### src/sv/bfiq_pkg.sv
// Package with shared types and constants of the Bloom filter block.
`default_nettype none
package bfiq_pkg;
  localparam int MaxFilterBits = 65536;
  localparam int MaxKeyBytes   = 64;
  localparam int MaxHashes     = 32;
  localparam int StoreWords    = (MaxFilterBits + 63) / 64;
  localparam int WordAw        = $clog2(StoreWords);
  localparam int KeyAw         = $clog2(MaxKeyBytes);
  localparam int PosW          = $clog2(MaxFilterBits);
  localparam logic [31:0] MixMul = 32'h5bd1e995;

  localparam logic CmdInsert = 1'b0;
  localparam logic CmdQuery  = 1'b1;

  localparam logic [0:0] RegFilterBits = 1'b0;
  localparam logic [0:0] RegHashCount  = 1'b1;

  // Commands from the controller to the datapath.
  typedef struct packed {
    logic clear_step;     // write one zero word of the filter store
    logic buf_write;      // store one key byte
    logic hash_start;     // load the seed and length for one hash
    logic block_load;     // fetch the next four key bytes
    logic block_mix_a;    // k * m
    logic block_mix_b;    // k ^= k >> 24, then k * m
    logic block_mix_c;    // h * m, then h ^= k
    logic tail_step;      // fold tail bytes and multiply
    logic fin_a;          // h ^= h >> 13, then * m
    logic fin_b;          // h ^= h >> 15
    logic mod_start;      // begin the modulo reduction
    logic mod_step;       // one restoring step
    logic mem_read;       // read the word holding the bit
    logic mem_update;     // set or test the bit
    logic key_done;       // count the insert and clear byte position
  } bfiq_cmd_t;

  // Status from the datapath to the controller.
  typedef struct packed {
    logic clear_last;
    logic blocks_left;
    logic tail_nonzero;
    logic mod_last;
    logic hashes_left;
  } bfiq_stat_t;
endpackage
`default_nettype wire

### src/sv/bfiq_ctrl.sv
// Controller state machine sequencing hash passes and the store clear.
`default_nettype none
module bfiq_ctrl (
  input  wire logic               clk,
  input  wire logic               rst,
  input  wire logic               in_valid,
  input  wire logic               in_last,
  output logic                    in_ready,
  output logic                    out_valid,
  input  wire logic               out_ready,
  output bfiq_pkg::bfiq_cmd_t     cmd,
  input  wire bfiq_pkg::bfiq_stat_t stat
);
  import bfiq_pkg::*;

  typedef enum logic [3:0] {
    S_CLEAR, S_IDLE, S_SEED, S_LOAD, S_MIXA, S_MIXB, S_MIXC, S_TAIL,
    S_FINA, S_FINB, S_MODS, S_MOD, S_READ, S_UPD, S_OUT
  } state_t;

  state_t state;
  logic   acc;

  assign in_ready  = (state == S_IDLE);
  assign out_valid = (state == S_OUT);
  assign acc       = in_valid && in_ready;

  always_comb begin
    cmd = '0;
    cmd.clear_step  = (state == S_CLEAR);
    cmd.buf_write   = acc;
    cmd.hash_start  = (state == S_SEED) && stat.hashes_left;
    cmd.block_load  = (state == S_LOAD) && stat.blocks_left;
    cmd.block_mix_a = (state == S_MIXA);
    cmd.block_mix_b = (state == S_MIXB);
    cmd.block_mix_c = (state == S_MIXC);
    cmd.tail_step   = (state == S_TAIL);
    cmd.fin_a       = (state == S_FINA);
    cmd.fin_b       = (state == S_FINB);
    cmd.mod_start   = (state == S_MODS);
    cmd.mod_step    = (state == S_MOD);
    cmd.mem_read    = (state == S_READ);
    cmd.mem_update  = (state == S_UPD);
    cmd.key_done    = (state == S_OUT) && out_ready;
  end

  always_ff @(posedge clk) begin
    if (rst) begin
      state <= S_CLEAR;
    end else begin
      unique case (state)
        S_CLEAR: if (stat.clear_last) state <= S_IDLE;
        S_IDLE:  if (acc && in_last) state <= S_SEED;
        S_SEED:  state <= stat.hashes_left ? S_LOAD : S_OUT;
        S_LOAD: begin
          // The word read registers in this cycle feeds either a block or the tail.
          if (stat.blocks_left)       state <= S_MIXA;
          else if (stat.tail_nonzero) state <= S_TAIL;
          else                        state <= S_FINA;
        end
        S_MIXA:  state <= S_MIXB;
        S_MIXB:  state <= S_MIXC;
        S_MIXC:  state <= S_LOAD;
        S_TAIL:  state <= S_FINA;
        S_FINA:  state <= S_FINB;
        S_FINB:  state <= S_MODS;
        S_MODS:  state <= S_MOD;
        S_MOD:   if (stat.mod_last) state <= S_READ;
        S_READ:  state <= S_UPD;
        S_UPD:   state <= S_SEED;
        S_OUT:   if (out_ready) state <= S_IDLE;
        default: state <= S_IDLE;
      endcase
    end
  end

  a_ready_out: assert property (@(posedge clk) disable iff (rst)
    !(in_ready && out_valid)) else $error("input and output open together");
  a_out_hold: assert property (@(posedge clk) disable iff (rst)
    out_valid && !out_ready |=> out_valid) else $error("result dropped");
  a_clear_blocks: assert property (@(posedge clk) disable iff (rst)
    cmd.clear_step |-> !in_ready) else $error("input taken during clear");
endmodule
`default_nettype wire

### config.mk
export PLATFORM = sky130hd
export DESIGN_NAME = bfiq_ctrl
export DESIGN_NICKNAME = d
export VERILOG_FILES = /design/src/sv/bfiq_pkg.sv /design/src/sv/bfiq_ctrl.sv
export SDC_FILE = /design/constraint.sdc
export NUM_CORES = 1
export LEC_CHECK = 0
export BUFFER_PORTS_ARGS = -buffer_cell sky130_fd_sc_hd__buf_2
export CORE_AREA = 2 2 39 41
export DETAILED_ROUTE_END_ITERATION = 8
export DIE_AREA = 0 0 41 43
export GPL_ROUTABILITY_DRIVEN = 1
export GPL_TIMING_DRIVEN = 1
export PLACE_DENSITY = 0.78
export SLEW_MARGIN = 15
export SYNTH_ARGS = -nofsm -noshare
export SYNTH_HDL_FRONTEND = slang
export SYNTH_SLANG_ARGS = --single-unit
### constraint.sdc
create_clock -name clk -period 1.7 [get_ports clk]
set_input_delay 0.17 -clock clk [delete_from_list [all_inputs] [get_ports clk]]
set_output_delay 0.17 -clock clk [all_outputs]
set_load 0.05 [all_outputs]
* Word-level counts from Yosys, hierarchy flattened
Index checks and enable logic that the tools add are counted.
** Word-level totals
- Register bits after elaboration :: 4
- Output and inout port bits :: 17
- Word-level logic and storage cells :: 34
- Input bits :: 10
** Operators by class
- Mux-type cells :: 8
- Equal/unequal tests :: 18
- Reductions and logical operators :: 7
** Operators with widths (count)
- 4-bit one-hot mux with 15 select lines :: 1
- 4-bit == test, second input constant :: 7
- 4-bit 2-to-1 mux :: 7
- 4-bit by 3-bit == test with 1-bit output, second input constant :: 4
- 4-bit by 2-bit == test with 1-bit output, second input constant :: 2
- 2-bit by 1-bit inequality test with 1-bit output, second input constant :: 4
- 1-bit logical AND :: 5
- 4-bit by 1-bit == test with 1-bit output, second input constant :: 1
- 4-bit logical NOT :: 1
- 4-bit AND reduction :: 1

* Logic depth before layout (Yosys ltp)
Gate-level depths: netlist (run 1).
- Depth after elaboration :: 5
- Mapped depth :: 6

* Worst setup path after synthesis (run 1)
OpenSTA, ideal clock, no wires.
- Kind :: register to output
- Start point :: register state[1]
- End point :: output port cmd[12] (netlist bit)
- Required time :: 1530 ps
- Stages on the path, launching flop included :: 4
- Slack :: -702 ps
- Arrival :: 2232 ps
- Buffers on the path :: 1
- Cells stage by stage :: dfxtp_1 -> clkbuf_1 -> nand2b_1 -> nor4_1
** RTL lines
- start: declaration :: line bfiq_ctrl.sv:21 : state_t state;
- start signal: assignment :: line bfiq_ctrl.sv:54 : S_SEED: state <= stat.hashes_left ? S_LOAD : S_OUT;
- end: declaration :: line bfiq_ctrl.sv:11 : output bfiq_pkg::bfiq_cmd_t cmd,

==> results of run 1 <==
Yosys cell counts, drive strengths merged:
library cell and count:
o2111ai 1, nand3b 1, nand2b 6, nor2 15, nand4bb 1, a21oi 1, or4 1, buf 5
a211oi 1, o221a 1, a21boi 1, nor4 2, nor2b 1, o31ai 1, a21o 1, dfxtp 4
o21ai 4, o22ai 1, nand4 1, and2 2, inv 4, nand2 4, nor4b 1, clkbuf 2
a311o 1, o31a 1, nand4b 1, or2 1, a311oi 1, nor3 4, o311a 1, mux2i 1
worst max-delay path, stage by stage (launching register included):
cell,delay (ns)
dfxtp_1,0.33
buf_4,0.18
nand2b_1,0.25
nor3_2,0.20
clkbuf_4,0.25
per-layer routing:
metal / routed length (um) / vias up / part of all wire / track usage
met5: 0 / - / 0 / 0
met4: 19 / 0 / 0.013 / 0.0800
met3: 103 / 2 / 0.072 / 0.0471
met2: 757 / 23 / 0.53 / 0.309
met1: 559 / 278 / 0.39 / 0.186
li1: - / 311 / - / -
cell families after synthesis:
kind of cell,after synthesis
and+or+nand+nor,41
DFF,4
muxes,1
AOI/OAI and AO/OA,16
buffers and inverters,11
area by class of cell:
type	count	area, um2	share of cell area
Sequential cell	4	82.6	0.121
Multi-Input combinational cell	58	383	0.562
Timing Repair Buffer	29	158	0.232
Tap cell	16	20.0	0.0294
Inverter	4	15.0	0.0221
Clock buffer	3	22.5	0.0331
power groups by stage:
stage	registers [mW]	clock network, mW	logic (mW)
final	0.101	0.117	0.0875
after global routing	0.101	0.128	0.0933
after detailed placement	0.102	0	0.0864
after floorplan	0.0986	0	0.0660
after global placement	0.102	0	0.0853
after CTS	0.101	0.122	0.0868
cell usage in the layout (no fill, tap or decap), types with 2 or more instances in the layout:
master	netlist	final
buf_4	1	4
dfxtp_1	4	2
dfxtp_2	0	2
and2_1	2	2
nand2_1	4	4
nor2_2	0	2
nand2b_1	6	6
inv_1	4	4
nor3_2	0	4
o21ai_1	3	3
buf_2	2	24
clkbuf_4	0	4
nor2_1	15	13
worst min-delay path by stage:
stage          startpoint                     to
2_1_floorplan         rst  state[2]$_SDFFE_PP0P_
6_report              rst  state[2]$_SDFFE_PP0P_
3_3_place_gp          rst  state[2]$_SDFFE_PP0P_
3_5_place_dp          rst  state[2]$_SDFFE_PP0P_
5_1_grt               rst  state[2]$_SDFFE_PP0P_
4_1_cts               rst  state[2]$_SDFFE_PP0P_
per-stage QoR:
| stage | hold slack (ns) | util | TNS, ns |
|---|---|---|---|
| after floorplan | 0.332 | - | -0.480 |
| after global placement | 0.456 | 0.470 | 0 |
| after detailed placement | 0.472 | 0.470 | 0 |
| after CTS | 0.226 | 0.487 | 0 |
| after global routing | 0.250 | 0.492 | 0 |
| final | 0.215 | 0.492 | 0 |
==> flow_summary_export.csv, run 1 <==
group,metric,value,unit
synthesis,netlist_area,487,um2
synthesis,ys_top_cells_by_area,"dfxtp_1 16%, nor2_1 12%, nand2b_1 7.7%, nor3_1 4.1%, o21ai_1 3.1%",
clock_network,cts_tree,"done",
worst_setup_path,r2r-end,"state[0]$_SDFFE_PP0P_",
grt,grt_first_pass_wirelength,2.16,mm
placement,hpwlAfterDp,1.16,mm
flow_run,max_cap_violations,0,
hold_path,min_path_cells,4,
clock_network,cts_setup_buffers,0,
placement,dp.cells,111,
timing,final_hold_viol_count,0,
placement,port_buffers,26,
detailed_routing,routed_wl,1.44,mm
finish,fin_area,681,um2
clock_network,htree_levels,1,
finish,nets,110,
worst_setup_path,crit_fanout,10,
detailed_routing,drcViolationCount,0,
placement,placed_cell_area,651,um2
synthesis,synth_top_area_cell,"dfxtp_1",
clock_network,ctsHoldBuffers,0,
synthesis,ys_seq_area_frac,0.165,
die,die_area,1760,um2
detailed_routing,num_vias,614,
timing,max_freq,618,MHz
detailed_routing,ant_nets,0,
power,p_sw_frac,0.321,
power,ir_drop,378,uV
synthesis,synth_top_cell_area_share,0.165,
worst_setup_path,ff2ff_setup_slack,0.22,ns
detailed_routing,firstDrtPassIters,4,
grt,grt_max_degree,15,
finish,regMostFlops,"state",
finish,fillerInstances,145,
finish,largest_registers,"state (4)",
synthesis,synth_compound_area_frac,0.257,
finish,largest_reg_flops,4,
timing,final-max-slew-violation-count,0,
outcome,outcome,"finished clean",
timing,final.setup_skew,0.00173,ns
synthesis,synth_warnings,0,
synthesis,synth_fa_ha_area_frac,0,
timing,period_needed,1.62,ns
grt,grt_overflow,0,
clock_network,cts_num_sinks,4,
hold_path,hold_path_class,"primary input to register",
detailed_routing,viasPerCell,5.39,
worst_setup_path,crit_required,1.53,ns
clock_network,path_clk_slew,0.04,ns
synthesis,synth-xor-area-share,0,
power,power,0.305,mW
finish,layout-drive-gt1-share,0.439,
timing,worst_pin_slew,0.392,ns
synthesis,synth_area_per_cell,6.67,um2
power,p_leak,0.311,nW
grt,grt_pass1_vias,534,
finish,antenna_cells,0,
clock_network,cts_buffer_depth,2,
worst_setup_path,setup.worst_path.end_class,"output pin",
clock_network,clkLatencyLatePin,0.23,ns
power,seq_power_share,0.330,
detailed_routing,wl_per_cell,12.6,um
synthesis,synth_simple_gate_area_frac,0.445,
synthesis,netlist_instances,73,
worst_setup_path,crit_path_end,"cmd[11]",
synthesis,yosys-mux-area-fraction,0.0206,
die,die_x,41,um
clock_network,root_buffer,"clkbuf_4",
synthesis,synth_top_family_by_area,"simple AND/OR/NAND/NOR gates",
synthesis,netlist-cell-type-count,36,
clock_network,cts_buffers,3,
placement,post-place-ws,0.114,ns
power,combPwrFrac,0.287,
timing,fin_ws,0.0825,ns
timing,min_period_over_period,0.951,
worst_setup_path,r2r_cells,4,
placement,place_congestion,0.787,
grt,gr-usage-all-layers,0.179,
power,switching_power,0.0980,mW
power,cellPowerDensity,448,nW/um2
timing,rsz0062_at_grt,"no",
power,intPower,0.207,mW
synthesis,synthesis.nets,83,
synthesis,yosys_register_bits,4,
die,initial_utilization,0.352,
grt,antenna_found_initial,0,
worst_setup_path,arrival,1.45,ns
timing,final-setup-viol-count,0,
power,clockPowerShare,0.383,
die,row_count,14,
die,die_h,43,um
die,core-area,1380,um2
die,ios,27,
timing,slew_headroom,0.736,
clock_network,cts_resized,1,
worst_setup_path,startpoint,"state[3]$_SDFFE_PP0P_",
finish,final-instance-count-excl-fill,114,
worst_setup_path,r2r_start,"state[1]$_SDFFE_PP0P_",
worst_setup_path,path_class,"register to output pin",
finish,areaGrowthSynthToFinish,39.8,%
detailed_routing,drt_iter0_markers,6,
worst_setup_path,startpoint_type,"register",
Note: power is estimated with default switching activity, not from simulation.
==> inputs of run 2 (changes only) <==
--- a/config.mk
+++ b/config.mk
@@ -12,6 +12,7 @@
 export GPL_ROUTABILITY_DRIVEN = 1
 export GPL_TIMING_DRIVEN = 1
 export PLACE_DENSITY = 0.78
+export RECOVER_POWER = 100
 export SLEW_MARGIN = 15
 export SYNTH_ARGS = -nofsm -noshare
 export SYNTH_HDL_FRONTEND = slang
==> constraint.sdc (replaced) <==
create_clock -name clk -period 2.1 [get_ports clk]
set_input_delay 0.21 -clock clk [delete_from_list [all_inputs] [get_ports clk]]
set_output_delay 0.21 -clock clk [all_outputs]
set_load 0.05 [all_outputs]
==> flow_summary_export.csv, run 2 (synthesis results as in run 1) <==
group,metric,value,unit
die,die_x,41,um
detailed_routing,routed_wl,1.29,mm
hold_path,hold_start,"rst",
worst_setup_path,r2r-end,"state[2]$_SDFFE_PP0P_",
die,row_count,14,
power,intPower,0.164,mW
finish,largest_registers,"state (4)",
timing,final.setup_skew,0.00162,ns
clock_network,cts_setup_buffers,0,
power,clockPowerShare,0.384,
timing,slew_headroom,0.599,
detailed_routing,drt_iter0_markers,11,
timing,final-max-slew-violation-count,0,
detailed_routing,drcViolationCount,0,
detailed_routing,firstDrtPassIters,4,
finish,layout.cells.most_common,"nor2_1",
power,p_leak,0.266,nW
power,switching_power,0.0726,mW
timing,final-setup-viol-count,0,
grt,grt_first_pass_wirelength,2.00,mm
hold_path,hold_path_class,"primary input to register",
timing,period_needed,1.96,ns
detailed_routing,ant_nets,0,
grt,grt_max_degree,19,
power,power,0.237,mW
worst_setup_path,startpoint_type,"register",
placement,place_congestion,0.736,
grt,grt_pass1_vias,473,
die,die_area,1760,um2
placement,hpwlAfterDp,990,um
clock_network,path_clk_slew,0.04,ns
hold_path,min_path_cells,3,
outcome,outcome,"finished clean",
clock_network,cts_buffers,3,
clock_network,htree_levels,1,
worst_setup_path,r2r_start,"state[2]$_SDFFE_PP0P_",
finish,fillerInstances,143,
power,seq_power_share,0.368,
grt,grt_overflow,0,
die,ios,27,
worst_setup_path,setup.worst_path.end_class,"output pin",
placement,port_buffers,26,
timing,min_period_over_period,0.934,
clock_network,cts_tree,"done",
grt,antenna_found_initial,0,
detailed_routing,viasPerCell,5.36,
die,die_h,43,um
clock_network,cts_num_sinks,4,
flow_run,max_cap_violations,0,
timing,rsz0062_at_grt,"no",
worst_setup_path,path_class,"register to output pin",
die,initial_utilization,0.352,
worst_setup_path,arrival,1.75,ns
detailed_routing,num_vias,595,
power,cellPowerDensity,381,nW/um2
hold_path,hold_end,"state[0]$_SDFFE_PP0P_",
worst_setup_path,r2r_cells,4,
finish,largest_reg_flops,4,
finish,nets,107,
power,p_sw_frac,0.307,
finish,fin_util,0.448,
finish,areaGrowthSynthToFinish,27.5,%
timing,final_hold_viol_count,0,
grt,gr-usage-all-layers,0.164,
finish,regMostFlops,"state",
power,ir_drop,223,uV
finish,layout-drive-gt1-share,0.326,
die,core-area,1380,um2
worst_setup_path,crit_fanout,18,
finish,antenna_cells,0,
clock_network,root_buffer,"clkbuf_4",
power,combPwrFrac,0.248,
timing,worst_pin_slew,0.605,ns
clock_network,cts_buffer_depth,2,
timing,max_freq,510,MHz
detailed_routing,wl_per_cell,11.6,um
worst_setup_path,ff2ff_setup_slack,0.40,ns
clock_network,clkLatencyLatePin,0.23,ns
worst_setup_path,crit_required,1.89,ns
finish,final_cell_mix,"14 x nor2_1, 13 x clkbuf_2, 11 x buf_2",
-- run 2: cell types whose count changed in the layout (fill, tap and decap cells not counted), moves of 2 or more --
cell and change:
nor3_1 +4, nor3_2 -4, buf_2 -13, clkbuf_1 +2, clkbuf_2 +13, buf_4 -4
-- run 2: worst max-delay path, stage by stage, from the launching register on --
cell      delay [ns]
dfxtp_1         0.68
nand2b_1        0.26
nor2_2          0.20
and2_1          0.13
buf_2           0.25
-- run 2: worst max-delay path by stage --
| stage | startpoint | to | cells past startpoint |
|---|---|---|---|
| after global placement | state[2]$_SDFFE_PP0P_ | cmd[0] | 4 |
| after global routing | state[2]$_SDFFE_PP0P_ | cmd[0] | 4 |
| after detailed placement | state[0]$_SDFFE_PP0P_ | cmd[13] | 4 |
| after CTS | state[0]$_SDFFE_PP0P_ | cmd[13] | 4 |
| final | state[2]$_SDFFE_PP0P_ | cmd[0] | 4 |
| after floorplan | state[1]$_SDFFE_PP0P_ | cmd[11] | 3 |
-- run 2: per-layer routing --
layer,up-vias,part of all wire,track usage
met4,0,0,0.0800
li1,306,-,-
met2,22,0.49,0.247
met5,-,0,0
met3,0,0.074,0.0471
met1,267,0.44,0.205
-- run 2: cell type report --
cell class | count | area [um2] | share of cell area
flip-flops and latches | 4 | 81.3 | 0.131
inverters | 4 | 15.0 | 0.0242
repair buffers | 26 | 128 | 0.206
multi-input cells | 58 | 354 | 0.571
clock buffers | 3 | 22.5 | 0.0363
well taps | 16 | 20.0 | 0.0323
-- run 2: metrics by stage --
| step | hold slack [ns] | instance area, um2 | worst slack, ns | cells | setup TNS [ns] |
|---|---|---|---|---|---|
| floorplan | 0.372 | 495 | -0.00113 | 73 | -0.00113 |
| global placement | 0.505 | 606 | 0.468 | 108 | 0 |
| detailed placement | 0.510 | 606 | 0.393 | 108 | 0 |
| CTS | 0.262 | 628 | 0.141 | 111 | 0 |
| global route | 0.276 | 621 | 0.000390 | 111 | 0 |
| finish | 0.266 | 621 | 0.139 | 111 | 0 |
-- run 2: repair_timing --
action | CTS | global route
hold buffers | 0 | 0
endpoints found under the setup margin | 0 | 1
hold endpoints to repair | 0 | 0
resized for setup | 0 | 1
-- run 2: power by group through the flow --
stage	registers, mW	logic [mW]	clock network, mW
after floorplan	0.0798	0.0509	0
after global placement	0.0871	0.0589	0
after detailed placement	0.0876	0.0597	0
after CTS	0.0864	0.0600	0.0980
after global routing	0.0876	0.0638	0.105
final	0.0871	0.0586	0.0909
